==> src/rtl/core/rmst_pkg.sv <==
// rmst_pkg: shared types and constants for the range-maximum segment tree
// holds field widths, opcodes, register map and controller/datapath structs
// no dependencies
package rmst_pkg;

    // field widths fixed by the interface
    localparam int DATA_W  = 32;
    localparam int IDX_W   = 10;
    localparam int COUNT_W = 11;

    // most negative element value, returned for empty ranges
    localparam logic signed [DATA_W-1:0] INT_MIN = {1'b1, {(DATA_W-1){1'b0}}};

    // opcodes
    localparam logic OP_LOAD  = 1'b0;
    localparam logic OP_QUERY = 1'b1;

    // register map, apb word select
    localparam int              APB_ADDR_W        = 3;
    localparam int              APB_DATA_W        = 32;
    localparam logic            REG_ELEMENT_COUNT = 1'b0;
    localparam logic [COUNT_W-1:0] COUNT_RESET    = 11'd1024;

    // commands from controller to datapath
    typedef struct packed {
        logic capture;     // latch a new transaction
        logic leaf_write;  // write the loaded leaf, read its sibling
        logic climb;       // write one parent, read the next sibling
        logic walk;        // issue reads for one query level
        logic gather;      // fold last cycle's read data into the maximum
    } rmst_cmd_t;

    // status from datapath to controller
    typedef struct packed {
        logic is_query;     // incoming transaction is a query
        logic load_skip;    // incoming load index is out of range
        logic query_empty;  // incoming query range is empty after clipping
        logic at_root;      // the current climb step writes the root
        logic walk_last;    // the current walk step is the last level
    } rmst_status_t;

endpackage

==> src/rtl/core/rmst_ctrl.sv <==
// rmst_ctrl: controller state machine for the range-maximum segment tree
// depends on rmst_pkg (command and status structs)
module rmst_ctrl (
    input  logic                  clk,
    input  logic                  rst_n,
    input  logic                  start,
    input  rmst_pkg::rmst_status_t status,
    output rmst_pkg::rmst_cmd_t    cmd,
    output logic                  busy,
    output logic                  done
);
    import rmst_pkg::*;

    typedef enum logic [2:0] {
        S_IDLE,
        S_LEAF,
        S_CLIMB,
        S_WALK,
        S_GATHER
    } state_t;

    state_t state_reg;
    state_t state_next;
    logic   done_reg;
    logic   done_next;

    // next state and datapath commands
    always_comb
    begin
        cmd        = '0;
        state_next = state_reg;
        done_next  = 1'b0;
        unique case (state_reg)
            S_IDLE:
            begin
                if (start)
                begin
                    cmd.capture = 1'b1;
                    if (status.is_query)
                    begin
                        if (status.query_empty)
                        begin
                            done_next = 1'b1;
                        end
                        else
                        begin
                            state_next = S_WALK;
                        end
                    end
                    else if (!status.load_skip)
                    begin
                        state_next = S_LEAF;
                    end
                end
            end
            S_LEAF:
            begin
                cmd.leaf_write = 1'b1;
                state_next     = S_CLIMB;
            end
            S_CLIMB:
            begin
                cmd.climb = 1'b1;
                if (status.at_root)
                begin
                    state_next = S_IDLE;
                end
            end
            S_WALK:
            begin
                cmd.walk   = 1'b1;
                cmd.gather = 1'b1;
                if (status.walk_last)
                begin
                    state_next = S_GATHER;
                end
            end
            S_GATHER:
            begin
                cmd.gather = 1'b1;
                state_next = S_IDLE;
                done_next  = 1'b1;
            end
            default:
            begin
                state_next = S_IDLE;
            end
        endcase
    end

    // state and result strobe
    always_ff @(posedge clk or negedge rst_n)
    begin
        if (!rst_n)
        begin
            state_reg <= S_IDLE;
            done_reg  <= 1'b0;
        end
        else
        begin
            state_reg <= state_next;
            done_reg  <= done_next;
        end
    end

    assign busy = (state_reg != S_IDLE);
    assign done = done_reg;

endmodule

==> config.mk <==
export PLATFORM = sky130hd
export DESIGN_NAME = rmst_ctrl
export DESIGN_NICKNAME = d
export VERILOG_FILES = /design/src/rtl/core/rmst_pkg.sv /design/src/rtl/core/rmst_ctrl.sv
export SDC_FILE = /design/constraint.sdc
export NUM_CORES = 1
export LEC_CHECK = 0
export BUFFER_PORTS_ARGS = -buffer_cell sky130_fd_sc_hd__buf_2
export CAP_MARGIN = 20
export CORE_AREA = 2 2 39 41
export DETAILED_ROUTE_END_ITERATION = 8
export DIE_AREA = 0 0 41 43
export GPL_ROUTABILITY_DRIVEN = 0
export PLACE_DENSITY = 0.52
export SYNTH_ARGS = -nofsm -noshare
export SYNTH_HDL_FRONTEND = slang
export SYNTH_SLANG_ARGS = --single-unit
==> constraint.sdc <==
create_clock -name clk -period 2.52 [get_ports clk]
set_input_delay 0.252 -clock clk [delete_from_list [all_inputs] [get_ports clk]]
set_output_delay 0.252 -clock clk [all_outputs]
set_load 0.01 [all_outputs]
==> flow_summary.toml, run 1 <==
[detailed_routing]
num_vias = 225
post_drt_wl_per_cell_um = 10.26
drtIter0Drc = 2
remaining_drc_errors = 0
wl_um = 554
viasPerCell = 4.167
drt_first_pass_iters = 2
antenna_left = 0

[timing]
setup_viol = 0
relSlewSlack = 0.8111
rsz0062_at_grt = "false"
setup_tns_ns = 0
fin_crit_sh = 0.5913
hold_violations = 0
finClkSkew_ns = 0.007433
max_freq_mhz = 671.2
drv_slew = 0
fin_crit_ns = 1.490
worst_slew_pin_slew_ns = 0.2833

[yosys]
yosys.area.top_type = "dfrtp_1"
synth_area_leaders = "dfrtp_1, a221oi_2, mux2_4"
synthArstFlopShare = 1.000
yosys.area.top_type_share = 0.4278
synth_cell_type_count = 16
netlist_area_um2 = 234.0
yosysWarnings = 0
ys_seq_area_frac = 0.4278
syn_inst = 20
synth-edff-count = 0
yosysMostFrequentCell = "dfrtp_1"
synth-seq-cells = 4
avgSynthCellArea_um2 = 11.70
synthesis.nets = 28
synth-main-ff-cell = "dfrtp_1"
synth_common_cells = "dfrtp_1, nor3b_1"

[final_layout]
antenna_cells = 0
largest_reg_flops = 3
drive_gt1_frac = 0.5263
area.growth.synth_to_final_pct = 52.41
final_net_count = 48
instances_no_fill = 54

[power_and_ir_drop]
p_leak_nw = 0.1937
power.total_w = 0.0003263
powerDensity_nw_per_um2 = 914.9
max-vdd-ir-drop_mv = 0.2705

[critical_path]
path_delay_family = "flip-flops"
endpoint = "cmd[4]"
rrSetupSlack_ns = 1.33
cp.depth = 2
cp_max_fo = 8
crit_type = "flip-flop to output pin"
cpMaxStageDelayCell = "dfrtp_1"
ff2ff_path_depth = 2
path_cells = "nor4b_2, buf_2"
startpoint_type = "flip-flop"
r2r-end = "state_reg[1]"
max_stage_delay_ns = 0.45
reg2reg_from = "state_reg[0]"
path_buf_inv = 1
critPathCaptureType = "output pin"
crit_arrival_ns = 1.24
cp_data_required_time_ns = 2.27
crit_start = "state_reg[2]"

[clock_network]
clk_latency_ns = 0.24
clock_sinks = 4
clk_path_buf_depth = 2
cts-root-buf = "clkbuf_4"
h-tree-depth = 1
cts.repair.resized = 0
cts_hold_buf = 1
clkSlewWorstSetupHoldPaths_ns = 0.03
cts_tree = "built"
post_cts_buffers = 0
numCtsBuffers = 3

[global_route]
antenna_found_initial = 0
grt_pass1_wl_um = 869
globalRouteMet2Util = 0.08438
grt_use_met1 = 0.1136
grt.busiest_layer = "met1"
grt_pass1_vias = 203
grt_max_degree = 9
grt.total_usage = 0.07150
grtUsageMet3 = 0.04712
grt-ovfl-total = 0

[floorplanning]
chipWidth_um = 41
die_height_um = 43
initial_core_util = 0.1691
rows = 14
pin_count = 15
dieArea_um2 = 1763
core_area_um2 = 1384

[placed_design]
dp.cells = 50
io_buffers = 14

[run_status]
outcome = "finished, final reports clean"

[worst_hold_path]
hp-class = "primary input to flip-flop"

[flow_run]
cap_violations = 0
-- metrics by stage --
stage / util / setup WS (ns) / hold slack, ns / instance area [um2]
2_1_floorplan: - / 1.376 / -0.04359 / 234.0
3_3_place_gp: 0.2342 / 1.270 / 0.06048 / 324.1
3_5_place_dp: 0.2342 / 1.272 / 0.05998 / 324.1
4_1_cts: 0.2577 / 1.025 / 0.2615 / 356.6
5_1_grt: 0.2577 / 0.9478 / 0.2849 / 356.6
6_report: 0.2577 / 1.030 / 0.2667 / 356.6
-- power breakdown --
part,internal (W),switching [W],total [W]
Combinational,0.0000720,0.0000604,0.000132
Clock,0.0000533,0.0000268,0.0000801
Sequential,0.0000806,0.0000331,0.000114
-- metal layers --
metal  share of wire  vias up
met5               0        -
met4               0        0
met3            0.12        0
met2            0.34       13
met1            0.54       97
li1                -      115
-- placed cells by master, fill, tap and decap left out, types with 2 or more instances in the layout --
cell and n:
clkbuf_4 3, nor3b_1 2, buf_2 14, dfrtp_1 4
-- area by class of cell --
type	instances	area [um2]
tap	16	20.02
sequential	4	100.1
fill	149	1027
clock buffer	3	22.52
inverter	1	3.754
multi-input combinational	15	130.1
timing repair buffer	15	80.08
-- cells by family (layout without fill, tap and decap cells) --
family | Yosys count | after routing | synth area share
AND/OR/NAND/NOR | 9 | 9 | 0.2887
AO/OA/AOI/OAI | 4 | 4 | 0.1604
flip-flops | 4 | 4 | 0.4278
multiplexers | 2 | 2 | 0.1069
buffers and inverters | 1 | 19 | 0.01603
-- worst min-delay path by stage --
stage               slack [ns]  cells after the start       from      endpoint
detailed placement        0.06                      1      rst_n  state_reg[1]
global route              0.28                      2  status[0]  state_reg[2]
finish                    0.27                      2  status[0]  state_reg[2]
floorplan                -0.04                      0      rst_n          done
CTS                       0.26                      2  status[0]  state_reg[2]
global placement          0.06                      1      rst_n          done
No activity file was read; power rests on OpenSTA's default activity.
==> run 2, diff against run 1 <==
Settings changed: ABC_AREA set to 1, PLACE_DENSITY 0.52 to 0.57.
Clock period 2.52 ns to 1.4 ns, I/O delays scaled along.
==> run 2 against run 1 <==
Power is 120% higher. Sequential power is 59% higher. Die area stayed put. Wire length is 23% higher. Synthesized cell count is 110% higher. Sequential share of layout area is 4.2 points lower. Hold slack worse by 0.068 ns. First-iteration DRC count stayed put. Via count is 40% higher. Critical endpoint unchanged. Largest cell class unchanged. Largest power group unchanged.
==> flow_summary.toml, run 2 <==
[run_status]
outcome = "finished, final reports clean"

[yosys]
avgSynthCellArea_um2 = 7.110
yosysMostFrequentCell = "inv_1"
yosys.area.top_type = "dfrtp_1"
synth-edff-count = 0
yosys.area.top_type_share = 0.3433
synth_common_cells = "inv_1, nand2_1, dfrtp_1, nor2_1"
synth_compound_area_frac = 0.08155
synth-seq-cells = 4
synth.mux.area_fraction = 0
yosysWarnings = 0
synthArstFlopShare = 1.000
synth-main-ff-cell = "dfrtp_1"
synth_xor_area_frac = 0
netlist_area_um2 = 291.5
synthAdderAreaFrac = 0
synth_top_family_by_area = "simple AND/OR/NAND/NOR gates"
synth_cell_type_count = 15
synthesis.nets = 49
ys_seq_area_frac = 0.3433
syn_inst = 41
synth_area_leaders = "dfrtp_1, inv_1, nand2_1"
synthSimpleGateAreaFrac = 0.4464

[global_route]
grt_pass1_vias = 314
grt-ovfl-total = 0
grt_max_degree = 7
grt_pass1_wl_um = 1207
grt.total_usage = 0.1069
antenna_found_initial = 0

[final_layout]
drive_gt1_frac = 0.4576
multi_input_area_um2 = 158.9
largest_reg_flops = 3
final_common_cell = "buf_2"
antenna_cells = 0
final_net_count = 69
area.growth.synth_to_final_pct = 43.78
final_cell_mix = "buf_2, inv_1, nand2_1, nor2_1, dfrtp_1"
nFillCells = 163
seq_area_um2 = 100.1

[timing]
fin_crit_ns = 1.312
worst_slew_pin_slew_ns = 0.2413
rsz0062_at_grt = "false"
finClkSkew_ns = 0.0002782
setup_viol = 0
max_freq_mhz = 762.2
fin_crit_sh = 0.9372
setup_tns_ns = 0
drv_slew = 0
hold_ws_ns = 0.1988
relSlewSlack = 0.8391
hold_violations = 0

[clock_network]
h-tree-depth = 1
clk_path_buf_depth = 2
cts_tree = "built"
numCtsBuffers = 3
clkSlewWorstSetupHoldPaths_ns = 0.04
clk_latency_ns = 0.23
cts-root-buf = "clkbuf_4"
post_cts_buffers = 0
clock_sinks = 4

[critical_path]
critPathCaptureType = "output pin"
cp_data_required_time_ns = 1.26
cp_max_fo = 6
crit_type = "flip-flop to output pin"
startpoint_type = "flip-flop"
crit_arrival_ns = 1.17

[power_and_ir_drop]
max-vdd-ir-drop_mv = 0.7919
powerDensity_nw_per_um2 = 1684
p_leak_nw = 0.2596

[placed_design]
dp_hpwl_um = 570.1
io_buffers = 14

[floorplanning]
dieArea_um2 = 1763
initial_core_util = 0.2107
core_area_um2 = 1384
die_height_um = 43
rows = 14
chipWidth_um = 41
pin_count = 15

[detailed_routing]
drt_first_pass_iters = 3
remaining_drc_errors = 0
num_vias = 314
antenna_left = 0
drtIter0Drc = 2
post_drt_wl_per_cell_um = 9.107
viasPerCell = 4.187
wl_um = 683

[flow_run]
cap_violations = 0

[worst_hold_path]
hp-class = "primary input to flip-flop"
-- run 2: cell count changes after synthesis, moves of 2 or more --
cell,before,now
nand3_1,0,3
inv_1,1,8
nor3b_1,2,0
inv_2,0,2
nor2_1,1,4
nand2_1,0,7
nor2_2,0,3
nand2_4,0,2
-- run 2: routing by layer --
metal | up-vias | wire length [um] | track usage
met5 | - | 0 | 0
met1 | 140 | 274 | 0.1173
met3 | 2 | 31 | 0.03141
li1 | 163 | - | -
met4 | 0 | 12 | 0.1000
met2 | 9 | 365 | 0.1531
-- run 2: final cells by class --
| type | instances | area share |
|---|---|---|
| well taps | 16 | 0.04776 |
| flip-flops and latches | 4 | 0.2388 |
| repair buffers | 15 | 0.1910 |
| multi-input cells | 27 | 0.3791 |
| clock buffers | 3 | 0.05373 |
| inverters | 10 | 0.08955 |
-- run 2: kinds of logic after synthesis --
logic type | Yosys count
AOI/OAI and AO/OA | 3
buffers and inverters | 10
DFF | 4
and+or+nand+nor | 24
-- run 2: timing repair --
item,CTS,global route
endpoints found under the hold margin,4,0
endpoints found under the setup margin,0,1
gates resized for setup,0,1
hold buffers,1,0
-- run 2: path summary, 6_finish.rpt --
check                                  start            to  slack [ns]  cells after the start
worst min-delay path                   start          done        0.20                      3
worst min register to register  state_reg[1]          done        0.63                      3
min in group asynchronous              rst_n  state_reg[2]        0.24                      2
worst max register to register  state_reg[2]  state_reg[1]        0.32                      6
worst max-delay path            state_reg[2]        cmd[4]        0.09                      4
max in group asynchronous              rst_n  state_reg[1]        1.04                      2
-- run 2: power by group --
| part | internal [W] | switching, W | total (W) |
|---|---|---|---|
| Clock | 0.0000957 | 0.0000441 | 0.000140 |
| Combinational | 0.000152 | 0.000233 | 0.000385 |
| Sequential | 0.000148 | 0.0000335 | 0.000181 |
-- run 2: stage by stage --
stage               worst slack, ns  cell area (um2)  instances    util  total power, W
floorplan                    0.3917            291.5         41       -       0.0004473
global placement             0.3535            381.6         71  0.2758       0.0005599
detailed placement           0.3453            381.6         71  0.2758       0.0005656
CTS                         0.09819            414.1         75  0.2993       0.0007120
global route               0.008019            419.2         75  0.3029       0.0007701
finish                      0.08796            419.2         75  0.3029       0.0007059
-- run 2: worst max-delay path, cell delays in order, from the launching register on --
cell and delay, ns:
dfrtp_1 0.45, nor2_2 0.20, nand2_4 0.08, nor2_1 0.08, buf_2 0.13
==> run 3, diff against run 2 <==
Settings changed: ABC_AREA 1 to unset, PLACE_DENSITY 0.57 to 0.52.
==> run 3 against run 2 <==
Global-route usage shrank 2.7 points. Highest routed layer is now met3. Combinational power fell by 36%. Wire length fell by 18%. Clock power barely moved. Setup slack got worse by 0.059 ns.
==> flow_summary.toml, run 3 (synthesis results as in run 1) <==
[global_route]
grt.busiest_layer = "met2"
grt_pass1_wl_um = 883
grt-ovfl-total = 0
grt_max_degree = 9
grt.total_usage = 0.07980
grt_pass1_vias = 222
grtUsageMet3 = 0.05236
globalRouteMet2Util = 0.09688
antenna_found_initial = 0
grt_use_met1 = 0.09508

[detailed_routing]
num_vias = 230
drt_first_pass_iters = 4
post_drt_wl_per_cell_um = 10.39
antenna_left = 0
drtIter0Drc = 7
remaining_drc_errors = 0
viasPerCell = 4.259
wl_um = 561

[critical_path]
path_cells = "and3b_1, a21o_1, buf_2"
critPathCaptureType = "output pin"
crit_type = "flip-flop to output pin"
path_delay_family = "flip-flops"
ff2ff_path_depth = 2
crit_start = "state_reg[1]"
path_buf_inv = 1
reg2reg_from = "state_reg[0]"
max_stage_delay_ns = 0.46
cpMaxStageDelayCell = "dfrtp_1"
cp_data_required_time_ns = 1.26
cp.depth = 3
crit_arrival_ns = 1.23
cp_max_fo = 8
startpoint_type = "flip-flop"

[floorplanning]
initial_core_util = 0.1691
core_area_um2 = 1384
pin_count = 15
rows = 14
dieArea_um2 = 1763
chipWidth_um = 41
die_height_um = 43

[timing]
relSlewSlack = 0.8181
drv_slew = 0
hold_violations = 0
fin_crit_ns = 1.371
setup_slack_ns = 0.02905
setup_viol = 0
worst_slew_pin_slew_ns = 0.2728
rsz0062_at_grt = "true"
finClkSkew_ns = 0.001406
max_freq_mhz = 729.4
fin_crit_sh = 0.9792

[power_and_ir_drop]
powerDensity_nw_per_um2 = 1631
p_leak_nw = 0.1958
swShare = 0.3645
power.total_w = 0.0005999
sequentialPowerShare = 0.352
pwr-share-comb = 0.413
max-vdd-ir-drop_mv = 0.4001
netSwitchingPower_w = 0.0002187
internal_power_w = 0.0003813
clkPwrFrac = 0.234

[final_layout]
instances_no_fill = 54
antenna_cells = 0
nFillCells = 154
largest_reg_flops = 3
final_net_count = 48
final_cell_mix = "buf_2, clkbuf_4, nor3b_1, dfrtp_1, dfrtp_2"
drive_gt1_frac = 0.5789
final_common_cell = "buf_2"
area.growth.synth_to_final_pct = 57.22

[run_status]
outcome = "finished, final reports clean"

[clock_network]
cts-root-buf = "clkbuf_4"
clk_path_buf_depth = 2
cts_tree = "built"
clkSlewWorstSetupHoldPaths_ns = 0.04
h-tree-depth = 1
clock_sinks = 4
clk_latency_ns = 0.23
numCtsBuffers = 3

[worst_hold_path]
hp-class = "primary input to flip-flop"
hold_depth = 2
hp-start = "status[0]"

[placed_design]
io_buffers = 14
dp.cells = 50
dp_slack_ns = 0.2395

[flow_run]
cap_violations = 0
[run 3: cell count changes in the layout (fill, tap and decap cells not counted), sizes merged, moves of 2 or more]
cell	previous run	this run
inv	10	1
nand2	10	0
nand3	4	0
nor2	7	1
nor3b	0	2
[run 3: worst reg2reg max path: stages, from the launching register on]
cell and delay (ns):
dfrtp_2 0.46, mux2_4 0.32, a221oi_2 0.25
[run 3: what timing repair did]
action,4_1_cts,5_1_grt
pin swaps,0,0
endpoints found under the setup margin,2,2
hold endpoints to repair,4,0
setup buffers,0,0
gates resized for setup,1,2
hold buffers,1,0
[run 3: final cells by class]
type                    count  area (um2)  share of cell area
repair buffers             15       80.08              0.2177
well taps                  16       20.02             0.05442
inverters                   1       3.754             0.01020
multi-input cells          15       138.9              0.3776
clock buffers               3       22.52             0.06122
flip-flops and latches      4       102.6              0.2789
[run 3: power groups by stage]
stage	Sequential (W)	Combinational, W	Clock [W]
after floorplan	0.000193	0.000151	0
after global placement	0.000201	0.000240	0
after detailed placement	0.000204	0.000238	0
after CTS	0.000203	0.000242	0.000146
after global routing	0.000217	0.000269	0.000156
final	0.000211	0.000248	0.000141
[run 3: worst paths after layout]
kind / slack (ns) / to
max in group asynchronous: 1.03 / state_reg[0]
min in group asynchronous: 0.25 / state_reg[1]
hold / removal: 0.15 / state_reg[2]
setup reg to reg: 0.28 / state_reg[1]
hold reg to reg: 0.54 / state_reg[1]
setup / recovery: 0.03 / cmd[0]
[run 3: per-stage QoR]
stage | hold WS [ns] | instance area, um2 | TNS (ns) | util
after detailed placement | -0.05397 | 324.1 | 0 | 0.2342
after CTS | 0.1396 | 357.8 | 0 | 0.2586
final | 0.1477 | 367.9 | 0 | 0.2658
after global placement | -0.04884 | 324.1 | 0 | 0.2342
after global routing | 0.1568 | 367.9 | -0.02500 | 0.2658
after floorplan | -0.1556 | 234.0 | 0 | -
[run 3: layer usage]
metal	vias up	wire, um
met5	-	0
met3	0	72
met4	0	0
met2	11	225
met1	106	262
li1	113	-
